[src/design/agl_pkg.sv]
// ----------------------------------------------------------------------------
// Adaptive gain low-pass filter package
// Register map, reset values and shared types of the filter.
// ----------------------------------------------------------------------------
package agl_pkg;

    localparam int SAMPLE_WIDTH_DEF   = 32;
    localparam int GAIN_FRAC_BITS_DEF = 15;

    localparam int CFG_ADDR_W = 3;
    localparam int CFG_DATA_W = 31;
    localparam int GAIN_OUT_W = 16;

    // Register indexes on the configuration port.
    typedef enum logic [CFG_ADDR_W-1:0] {
        CFG_CHANGE_THRESHOLD = 3'd0,
        CFG_COUNT_THRESHOLD  = 3'd1,
        CFG_COUNT_STEP       = 3'd2,
        CFG_GAIN_STEP        = 3'd3,
        CFG_GAIN_INITIAL     = 3'd4,
        CFG_GAIN_MAX         = 3'd5
    } cfg_index_t;

    typedef struct packed {
        logic [30:0] change_threshold;
        logic [15:0] count_threshold;
        logic [7:0]  count_step;
        logic [15:0] gain_step;
        logic [15:0] gain_initial;
        logic [15:0] gain_max;
    } agl_cfg_t;

    localparam logic [30:0] CHANGE_THRESHOLD_RST = 31'd2560;
    localparam logic [15:0] COUNT_THRESHOLD_RST  = 16'd20;
    localparam logic [7:0]  COUNT_STEP_RST       = 8'd5;
    localparam logic [15:0] GAIN_STEP_RST        = 16'd6554;
    localparam logic [15:0] GAIN_INITIAL_RST     = 16'd6554;
    localparam logic [15:0] GAIN_MAX_RST         = 16'd31130;

    localparam logic [15:0] GAIN_RST  = 16'd6554;
    localparam logic [15:0] COUNT_MAX = 16'hFFFF;

endpackage

[src/design/adaptive_gain_lowpass_filter.sv]
// ----------------------------------------------------------------------------
// Adaptive gain low-pass filter
// First-order low-pass filter whose blend gain grows over runs of large
// same-direction changes and falls back on a reversal of direction.
// ----------------------------------------------------------------------------
//
//  Channel   Direction  Content (lowest bits first)
//  s_*       in         sample, zero padded to whole bytes
//  m_*       out        filtered, gain_used, zero padded to whole bytes
//  cfg_*     in         register index and write data, no read-back
//
// Each item is held in the input register and is then blended and
// written to the result register, so one item is taken per cycle while
// the result is not stalled. The recurrence on the stored value and gain
// closes within the single step stage. Reset is synchronous and active
// low; it empties both registers and restores the filter state and
// registers. When the result is stalled, one further item is held in the
// input register before s_tready falls.
//
module adaptive_gain_lowpass_filter #(
    parameter int SAMPLE_WIDTH   = agl_pkg::SAMPLE_WIDTH_DEF,
    parameter int GAIN_FRAC_BITS = agl_pkg::GAIN_FRAC_BITS_DEF
) (
    input  logic                                          aclk,
    input  logic                                          aresetn,
    // Input channel.
    input  logic                                          s_tvalid,
    output logic                                          s_tready,
    // s_tdata: sample.
    input  logic [((SAMPLE_WIDTH + 7) / 8) * 8 - 1:0]     s_tdata,
    // Result channel.
    output logic                                          m_tvalid,
    input  logic                                          m_tready,
    // m_tdata: filtered, gain_used.
    output logic [((SAMPLE_WIDTH + 16 + 7) / 8) * 8 - 1:0] m_tdata,
    // Configuration write port.
    input  logic                                          cfg_we,
    input  logic [agl_pkg::CFG_ADDR_W-1:0]                cfg_addr,
    input  logic [agl_pkg::CFG_DATA_W-1:0]                cfg_wdata
);
    import agl_pkg::*;

    localparam int SW  = SAMPLE_WIDTH;
    localparam int MDW = ((SAMPLE_WIDTH + 16 + 7) / 8) * 8;

    agl_cfg_t cfg;

    // Input register.
    logic                 in_valid_reg, in_valid_next;
    logic signed [SW-1:0] in_sample_reg;

    // Result register.
    logic                        m_valid_reg, m_valid_next;
    logic signed [SW-1:0]        filtered_reg;
    logic [GAIN_OUT_W-1:0]       gain_used_reg;

    logic                        out_ready;
    logic                        advance;
    logic                        in_take;
    logic signed [SW-1:0]        step_filtered;
    logic [GAIN_OUT_W-1:0]       step_gain;

    // The result register can be loaded when it is empty or being drained,
    // and the input register can take an item whenever its item moves on.
    assign out_ready = !m_valid_reg || m_tready;
    assign advance   = in_valid_reg && out_ready;
    assign s_tready  = !in_valid_reg || out_ready;
    assign in_take   = s_tvalid && s_tready;

    agl_cfg_regs u_cfg_regs (
        .aclk      (aclk),
        .aresetn   (aresetn),
        .cfg_we    (cfg_we),
        .cfg_addr  (cfg_addr),
        .cfg_wdata (cfg_wdata),
        .cfg       (cfg)
    );

    agl_step #(
        .SAMPLE_WIDTH   (SAMPLE_WIDTH),
        .GAIN_FRAC_BITS (GAIN_FRAC_BITS)
    ) u_step (
        .aclk      (aclk),
        .aresetn   (aresetn),
        .advance   (advance),
        .sample    (in_sample_reg),
        .cfg       (cfg),
        .filtered  (step_filtered),
        .gain_used (step_gain)
    );

    always_comb begin
        in_valid_next = in_valid_reg;
        if (in_take) begin
            in_valid_next = 1'b1;
        end else if (advance) begin
            in_valid_next = 1'b0;
        end
    end

    always_comb begin
        m_valid_next = m_valid_reg;
        if (advance) begin
            m_valid_next = 1'b1;
        end else if (m_tready) begin
            m_valid_next = 1'b0;
        end
    end

    always_ff @(posedge aclk) begin
        if (!aresetn) begin
            in_valid_reg <= 1'b0;
            m_valid_reg  <= 1'b0;
        end else begin
            in_valid_reg <= in_valid_next;
            m_valid_reg  <= m_valid_next;
        end
    end

    // Payload registers carry no reset; the valid flags qualify them.
    always_ff @(posedge aclk) begin
        if (in_take) begin
            in_sample_reg <= $signed(s_tdata[SW-1:0]);
        end
        if (advance) begin
            filtered_reg  <= step_filtered;
            gain_used_reg <= step_gain;
        end
    end

    assign m_tvalid = m_valid_reg;
    assign m_tdata  = MDW'({gain_used_reg, filtered_reg});

endmodule

[src/design/agl_cfg_regs.sv]
// ----------------------------------------------------------------------------
// Adaptive gain low-pass filter configuration registers
// Write-only register file loaded from the configuration port.
// ----------------------------------------------------------------------------
module agl_cfg_regs (
    input  logic                              aclk,
    input  logic                              aresetn,
    input  logic                              cfg_we,
    input  logic [agl_pkg::CFG_ADDR_W-1:0]    cfg_addr,
    input  logic [agl_pkg::CFG_DATA_W-1:0]    cfg_wdata,
    output agl_pkg::agl_cfg_t                 cfg
);
    import agl_pkg::*;

    agl_cfg_t cfg_reg;
    agl_cfg_t cfg_next;

    always_comb begin
        cfg_next = cfg_reg;
        if (cfg_we) begin
            unique case (cfg_index_t'(cfg_addr))
                CFG_CHANGE_THRESHOLD: cfg_next.change_threshold = cfg_wdata;
                CFG_COUNT_THRESHOLD:  cfg_next.count_threshold  = cfg_wdata[15:0];
                CFG_COUNT_STEP:       cfg_next.count_step       = cfg_wdata[7:0];
                CFG_GAIN_STEP:        cfg_next.gain_step        = cfg_wdata[15:0];
                CFG_GAIN_INITIAL:     cfg_next.gain_initial     = cfg_wdata[15:0];
                CFG_GAIN_MAX:         cfg_next.gain_max         = cfg_wdata[15:0];
                default:              cfg_next = cfg_reg;
            endcase
        end
    end

    always_ff @(posedge aclk) begin
        if (!aresetn) begin
            cfg_reg.change_threshold <= CHANGE_THRESHOLD_RST;
            cfg_reg.count_threshold  <= COUNT_THRESHOLD_RST;
            cfg_reg.count_step       <= COUNT_STEP_RST;
            cfg_reg.gain_step        <= GAIN_STEP_RST;
            cfg_reg.gain_initial     <= GAIN_INITIAL_RST;
            cfg_reg.gain_max         <= GAIN_MAX_RST;
        end else begin
            cfg_reg <= cfg_next;
        end
    end

    assign cfg = cfg_reg;

endmodule

[src/design/agl_step.sv]
// ----------------------------------------------------------------------------
// Adaptive gain low-pass filter step
// Filter state and the combinational update of gain, run count and output.
// ----------------------------------------------------------------------------
module agl_step #(
    parameter int SAMPLE_WIDTH   = agl_pkg::SAMPLE_WIDTH_DEF,
    parameter int GAIN_FRAC_BITS = agl_pkg::GAIN_FRAC_BITS_DEF
) (
    input  logic                                 aclk,
    input  logic                                 aresetn,
    input  logic                                 advance,
    input  logic signed [SAMPLE_WIDTH-1:0]       sample,
    input  agl_pkg::agl_cfg_t                    cfg,
    output logic signed [SAMPLE_WIDTH-1:0]       filtered,
    output logic [agl_pkg::GAIN_OUT_W-1:0]       gain_used
);
    import agl_pkg::*;

    localparam int SW  = SAMPLE_WIDTH;
    localparam int GFB = GAIN_FRAC_BITS;
    // Stored gain must also hold the 16-bit reset value.
    localparam int GRW = (GFB + 1 > 16) ? GFB + 1 : 16;
    localparam int GSW = GRW + 1;
    localparam int MW  = (SW + 1 > 31) ? SW + 1 : 31;
    localparam int PW  = SW + GFB + 2;
    localparam logic [GRW-1:0] GAIN_ONE = GRW'(1) << GFB;
    localparam logic signed [PW-1:0] ROUND_HALF = PW'(1) << (GFB - 1);

    logic signed [SW-1:0] last_value_reg, last_value_next;
    logic                 last_dir_reg, last_dir_next;
    logic [15:0]          run_count_reg, run_count_next;
    logic [GRW-1:0]       gain_reg, gain_next;

    logic signed [SW:0]   diff;
    logic [SW:0]          mag;
    logic                 dir;
    logic                 big_change;
    logic [16:0]          count_sum;
    logic [15:0]          count_sat;
    logic [GRW-1:0]       cap;
    logic [GRW-1:0]       init_gain;
    logic [GSW-1:0]       gain_pre;
    logic [GRW-1:0]       gain_new;
    logic [GFB:0]         gain_mul;
    logic signed [PW-1:0] prod;
    logic signed [PW-1:0] prod_shift;
    logic signed [SW-1:0] blended;

    assign diff  = $signed({sample[SW-1], sample}) - $signed({last_value_reg[SW-1], last_value_reg});
    assign dir   = !diff[SW] && (diff != '0);
    assign mag   = diff[SW] ? -diff : diff;
    assign big_change = MW'(mag) > MW'(cfg.change_threshold);

    assign count_sum = {1'b0, run_count_reg} + 17'(cfg.count_step);
    assign count_sat = count_sum[16] ? COUNT_MAX : count_sum[15:0];

    assign cap       = (GRW'(cfg.gain_max) < GAIN_ONE) ? GRW'(cfg.gain_max) : GAIN_ONE;
    assign init_gain = (GRW'(cfg.gain_initial) < GAIN_ONE) ? GRW'(cfg.gain_initial) : GAIN_ONE;

    always_comb begin
        last_dir_next  = last_dir_reg;
        run_count_next = run_count_reg;
        gain_pre       = {1'b0, gain_reg};
        if (dir == last_dir_reg) begin
            if (big_change) begin
                run_count_next = count_sat;
            end
            if (run_count_next >= cfg.count_threshold) begin
                gain_pre = {1'b0, gain_reg} + GSW'(cfg.gain_step);
            end
        end else begin
            run_count_next = '0;
            gain_pre       = {1'b0, init_gain};
            last_dir_next  = dir;
        end
    end

    assign gain_new = (gain_pre > {1'b0, cap}) ? cap : gain_pre[GRW-1:0];

    // The capped gain never exceeds unity, so GFB + 1 bits carry it.
    assign gain_mul   = gain_new[GFB:0];
    assign prod       = $signed({1'b0, gain_mul}) * diff;
    assign prod_shift = (prod + ROUND_HALF) >>> GFB;
    assign blended    = last_value_reg + prod_shift[SW-1:0];

    always_comb begin
        if (last_value_reg == '0) begin
            // An empty store passes the sample through at unity gain.
            filtered        = sample;
            gain_used       = GAIN_ONE[GAIN_OUT_W-1:0];
            last_value_next = sample;
            gain_next       = gain_reg;
        end else begin
            filtered        = blended;
            gain_used       = gain_new[GAIN_OUT_W-1:0];
            last_value_next = blended;
            gain_next       = gain_new;
        end
    end

    always_ff @(posedge aclk) begin
        if (!aresetn) begin
            last_value_reg <= '0;
            last_dir_reg   <= 1'b0;
            run_count_reg  <= '0;
            gain_reg       <= GRW'(GAIN_RST);
        end else if (advance) begin
            last_value_reg <= last_value_next;
            gain_reg       <= gain_next;
            if (last_value_reg != '0) begin
                last_dir_reg  <= last_dir_next;
                run_count_reg <= run_count_next;
            end
        end
    end

endmodule

[config.mk]
export PLATFORM = sky130hd
export DESIGN_NAME = adaptive_gain_lowpass_filter
export DESIGN_NICKNAME = d
export VERILOG_FILES = /design/src/design/agl_pkg.sv /design/src/design/adaptive_gain_lowpass_filter.sv /design/src/design/agl_cfg_regs.sv /design/src/design/agl_step.sv
export SDC_FILE = /design/constraint.sdc
export NUM_CORES = 2
export LEC_CHECK = 0
export BUFFER_PORTS_ARGS = -buffer_cell sky130_fd_sc_hd__buf_2
export CAP_MARGIN = 10
export CORE_UTILIZATION = 67
export CTS_BUF_LIST = sky130_fd_sc_hd__clkbuf_8
export DETAILED_ROUTE_END_ITERATION = 8
export HOLD_SLACK_MARGIN = 0.06
export PLACE_DENSITY = 0.85
export SLEW_MARGIN = 5
export SYNTH_ARGS = -nofsm -noshare
export SYNTH_HDL_FRONTEND = slang
export SYNTH_SLANG_ARGS = --single-unit
[constraint.sdc]
create_clock -name aclk -period 45.9 [get_ports aclk]
set_clock_uncertainty 0.15 [all_clocks]
set_input_delay 0 -clock aclk [delete_from_list [all_inputs] [get_ports aclk]]
set_output_delay 0 -clock aclk [all_outputs]
set_load 0.05 [all_outputs]
==> metrics.log <==
[metrics] Reg clk slew, reported paths: 0.06 ns
[metrics] number of violations of the max-capacitance limit: 0
[metrics] Routed met2 length: 49.9 mm
[metrics] diode insertion count for antenna repair: 0
[metrics] hold slack: 0.125 ns
[metrics] full die area: 0.0529 mm^2
[metrics] Initial Util: 67.9%
[metrics] area growth from synthesis to layout: 9.91%
[metrics] Worst setup EP type: register
[metrics] # clock sinks: 250
[metrics] M1 wire length: 37.9 mm
[metrics] CTS tree: built
[metrics] Max clock buf depth: 3
[metrics] number of antenna violations at the first check in global routing: 0
[metrics] Relative slew margins: 20.6%
[metrics] WL final: 107 mm
[metrics] Tcrit/Tclk final: 49.6%
[metrics] type of the worst min-delay path: in2reg
[metrics] largest driver fanout on the critical path: 35
[metrics] Sum Neg Setup Slack: 0 ns
[metrics] DRC violation count after routing: 0
[metrics] wire length of the first global-routing pass: 168 mm
[metrics] number of port buffers: 120
[metrics] max reg flops: 103
[metrics] most numerous cell in the Yosys netlist: inv_1
[metrics] kind of launch point of the worst setup path: register
[metrics] RD Place Congestion: 0.976
[metrics] insertion delay of the later-clocked pin in the worst-skew pair: 0.61 ns
[metrics] worst slew pin tran: 1.19 ns
[metrics] unrepaired setup endpoints after global routing: false
[metrics] global-route usage over all layers: 40.9%
[metrics] violation count after the first detailed-routing iteration: 3,020
[metrics] area share of the largest cell type after synthesis: 27.9%
[metrics] total number of placement rows: 83
[metrics] residual antenna-violating net count after detailed routing: 0
[metrics] Crit Path Category: reg2reg
[metrics] Nets: 5,230
[metrics] synthesis-stage register bit count: 250
[metrics] Post-Synthesis Mean Instance Area: 8.28 um^2
[metrics] H-tree depth reported by CTS: 2
[metrics] Synth area leaders: fa_1 28%, ha_1 10%, dfxtp_1 9.8%
[metrics] post-synth net total: 5,055
[metrics] share of flip-flops with an asynchronous set or reset: 0%
[metrics] vias in the first global route: 31,658
[metrics] Setup violations, final: 0
[metrics] number of vias per cell: 6.10
[metrics] number of I/O pins: 121
[metrics] top_reg_cell synth: dfxtp_1
[metrics] peak clock frequency supported by timing: 44.0 MHz
[metrics] CP required: 46.08 ns
[metrics] Synth Cell Area: 0.0348 mm^2
[metrics] Final Hold Vio Count: 0
[metrics] min Tclk post-route: 22.75 ns
[metrics] Slew Viols, Final: 0
[metrics] placeable core region: 0.0513 mm^2
[metrics] Die Y: 230 um
[metrics] Die X: 230 um
[metrics] highest metal layer with signal wires: met4
[metrics] number of instances in the synthesized netlist: 4,206
[metrics] Post-synth EDFFs: 80
[metrics] Slowest-stage cell, CP: or2_0
[metrics] Root Driver: clkbuf_8
[metrics] count of cells resized by post-cts repair: 0
[metrics] total of warnings raised by yosys: 0
[metrics] cell types with the highest counts after synthesis: 730 x inv_1, 603 x nand2_1, 486 x fa_1, 469 x nor2_1, 292 x ha_1
[metrics] crit-path max cell delay: 0.81 ns
[metrics] layout cell share with drive strength beyond 1: 7.55%
[metrics] count of unique library cells instantiated by Yosys: 100
[metrics] number of clock buffers inserted by TritonCTS: 40
[metrics] outcome: complete, no violations
[metrics] data arrival time at the worst-slack endpoint: 22.93 ns
[metrics] gr ovfl total: 0
[metrics] number of search-and-repair iterations in the first detailed-routing pass: 6
[metrics] routed len/inst: 21.0 um
[metrics] largest net degree at the start of global routing: 74
[metrics] portion of the post-synthesis area used by sequential elements: 16.7%
[metrics] met3 WL: 10.1 mm
[metrics] Detailed Place HPWL: 80.1 mm
[metrics] biggest area consumer among synthesized cells: fa_1
[metrics] vias after detailed routing: 31,065
-- routing by layer --
| metal | GRT usage, % | up-vias |
|---|---|---|
| met5 | 0 | - |
| met4 | 27.8 | 0 |
| met3 | 6.92 | 533 |
| met2 | 67.5 | 1816 |
| met1 | 49.3 | 14914 |
| li1 | - | 13802 |
-- worst max-delay path, delay by kind of cell, from the launching register on --
family / cells / cell delay, ns
AO/OA/AOI/OAI: 32 / 7.88
XOR/XNOR: 6 / 0.98
adder cells (fa/ha/maj): 13 / 4.55
buffers and inverters: 8 / 1.26
flip-flops: 1 / 0.42
multiplexers: 4 / 1.25
AND/OR/NAND/NOR: 23 / 5.89
-- per-stage QoR --
stage	cell area, um^2	util (%)	worst slack (ns)	instances
6_report	38300	74.6	23.15	5092
5_1_grt	38300	74.6	21.69	5092
4_1_cts	38300	74.6	23.79	5092
3_5_place_dp	36100	70.4	23.94	4888
3_3_place_gp	36100	70.4	24.50	4888
2_1_floorplan	34800	-	26.19	4206
-- layout make-up --
class | instances | area (um^2)
clock buffer | 44 | 606
clock inverter | 29 | 223
fill | 3727 | 13000
inverter | 732 | 2750
multi-input combinational | 3041 | 25600
sequential | 250 | 5810
tap | 680 | 851
timing repair buffer | 316 | 2400
-- path summary, 6_finish.rpt --
check	from	endpoint	slack (ns)	cells after the start
max	u_step.last_value_reg[0]	filtered_reg[31]	23.15	86
min	cfg_wdata[6]	u_cfg_regs.cfg[22]	0.13	4
max reg2reg	u_step.last_value_reg[0]	filtered_reg[31]	23.15	86
min reg2reg	u_cfg_regs.cfg[22]	u_cfg_regs.cfg[22]	0.31	2
-- kinds of logic (layout without fill, tap and decap cells) --
family | after synthesis | after routing | share of synthesized area [%]
buf+inv | 915 | 1121 | 9.96
mux | 34 | 34 | 1.04
xor+xnor | 135 | 135 | 3.46
fa+ha+maj | 778 | 778 | 38.4
compound gates | 664 | 664 | 12.5
simple gates | 1430 | 1430 | 17.9
flops | 250 | 250 | 16.7
-- timing repair --
item / CTS / global route
buffers inserted: 0 / 0
hold endpoints to repair: 187 / 0
hold buffers: 131 / 0
-- cell usage in the layout, fill, tap and decap left out, types with 47 or more instances in the layout --
cell	instances
nand2_1	603
dlygate4sd3_1	131
fa_1	486
buf_4	65
nor2_1	468
a21oi_1	222
edfxtp_1	80
inv_1	742
ha_1	292
buf_2	120
o21ai_0	94
a21o_1	59
xnor2_1	88
nand3_1	66
dfxtp_1	170
nor3_1	47
Power is left out: the tool's default activity adds up to more than one toggle a clock period on the data nets, which glitch-free logic cannot reach.
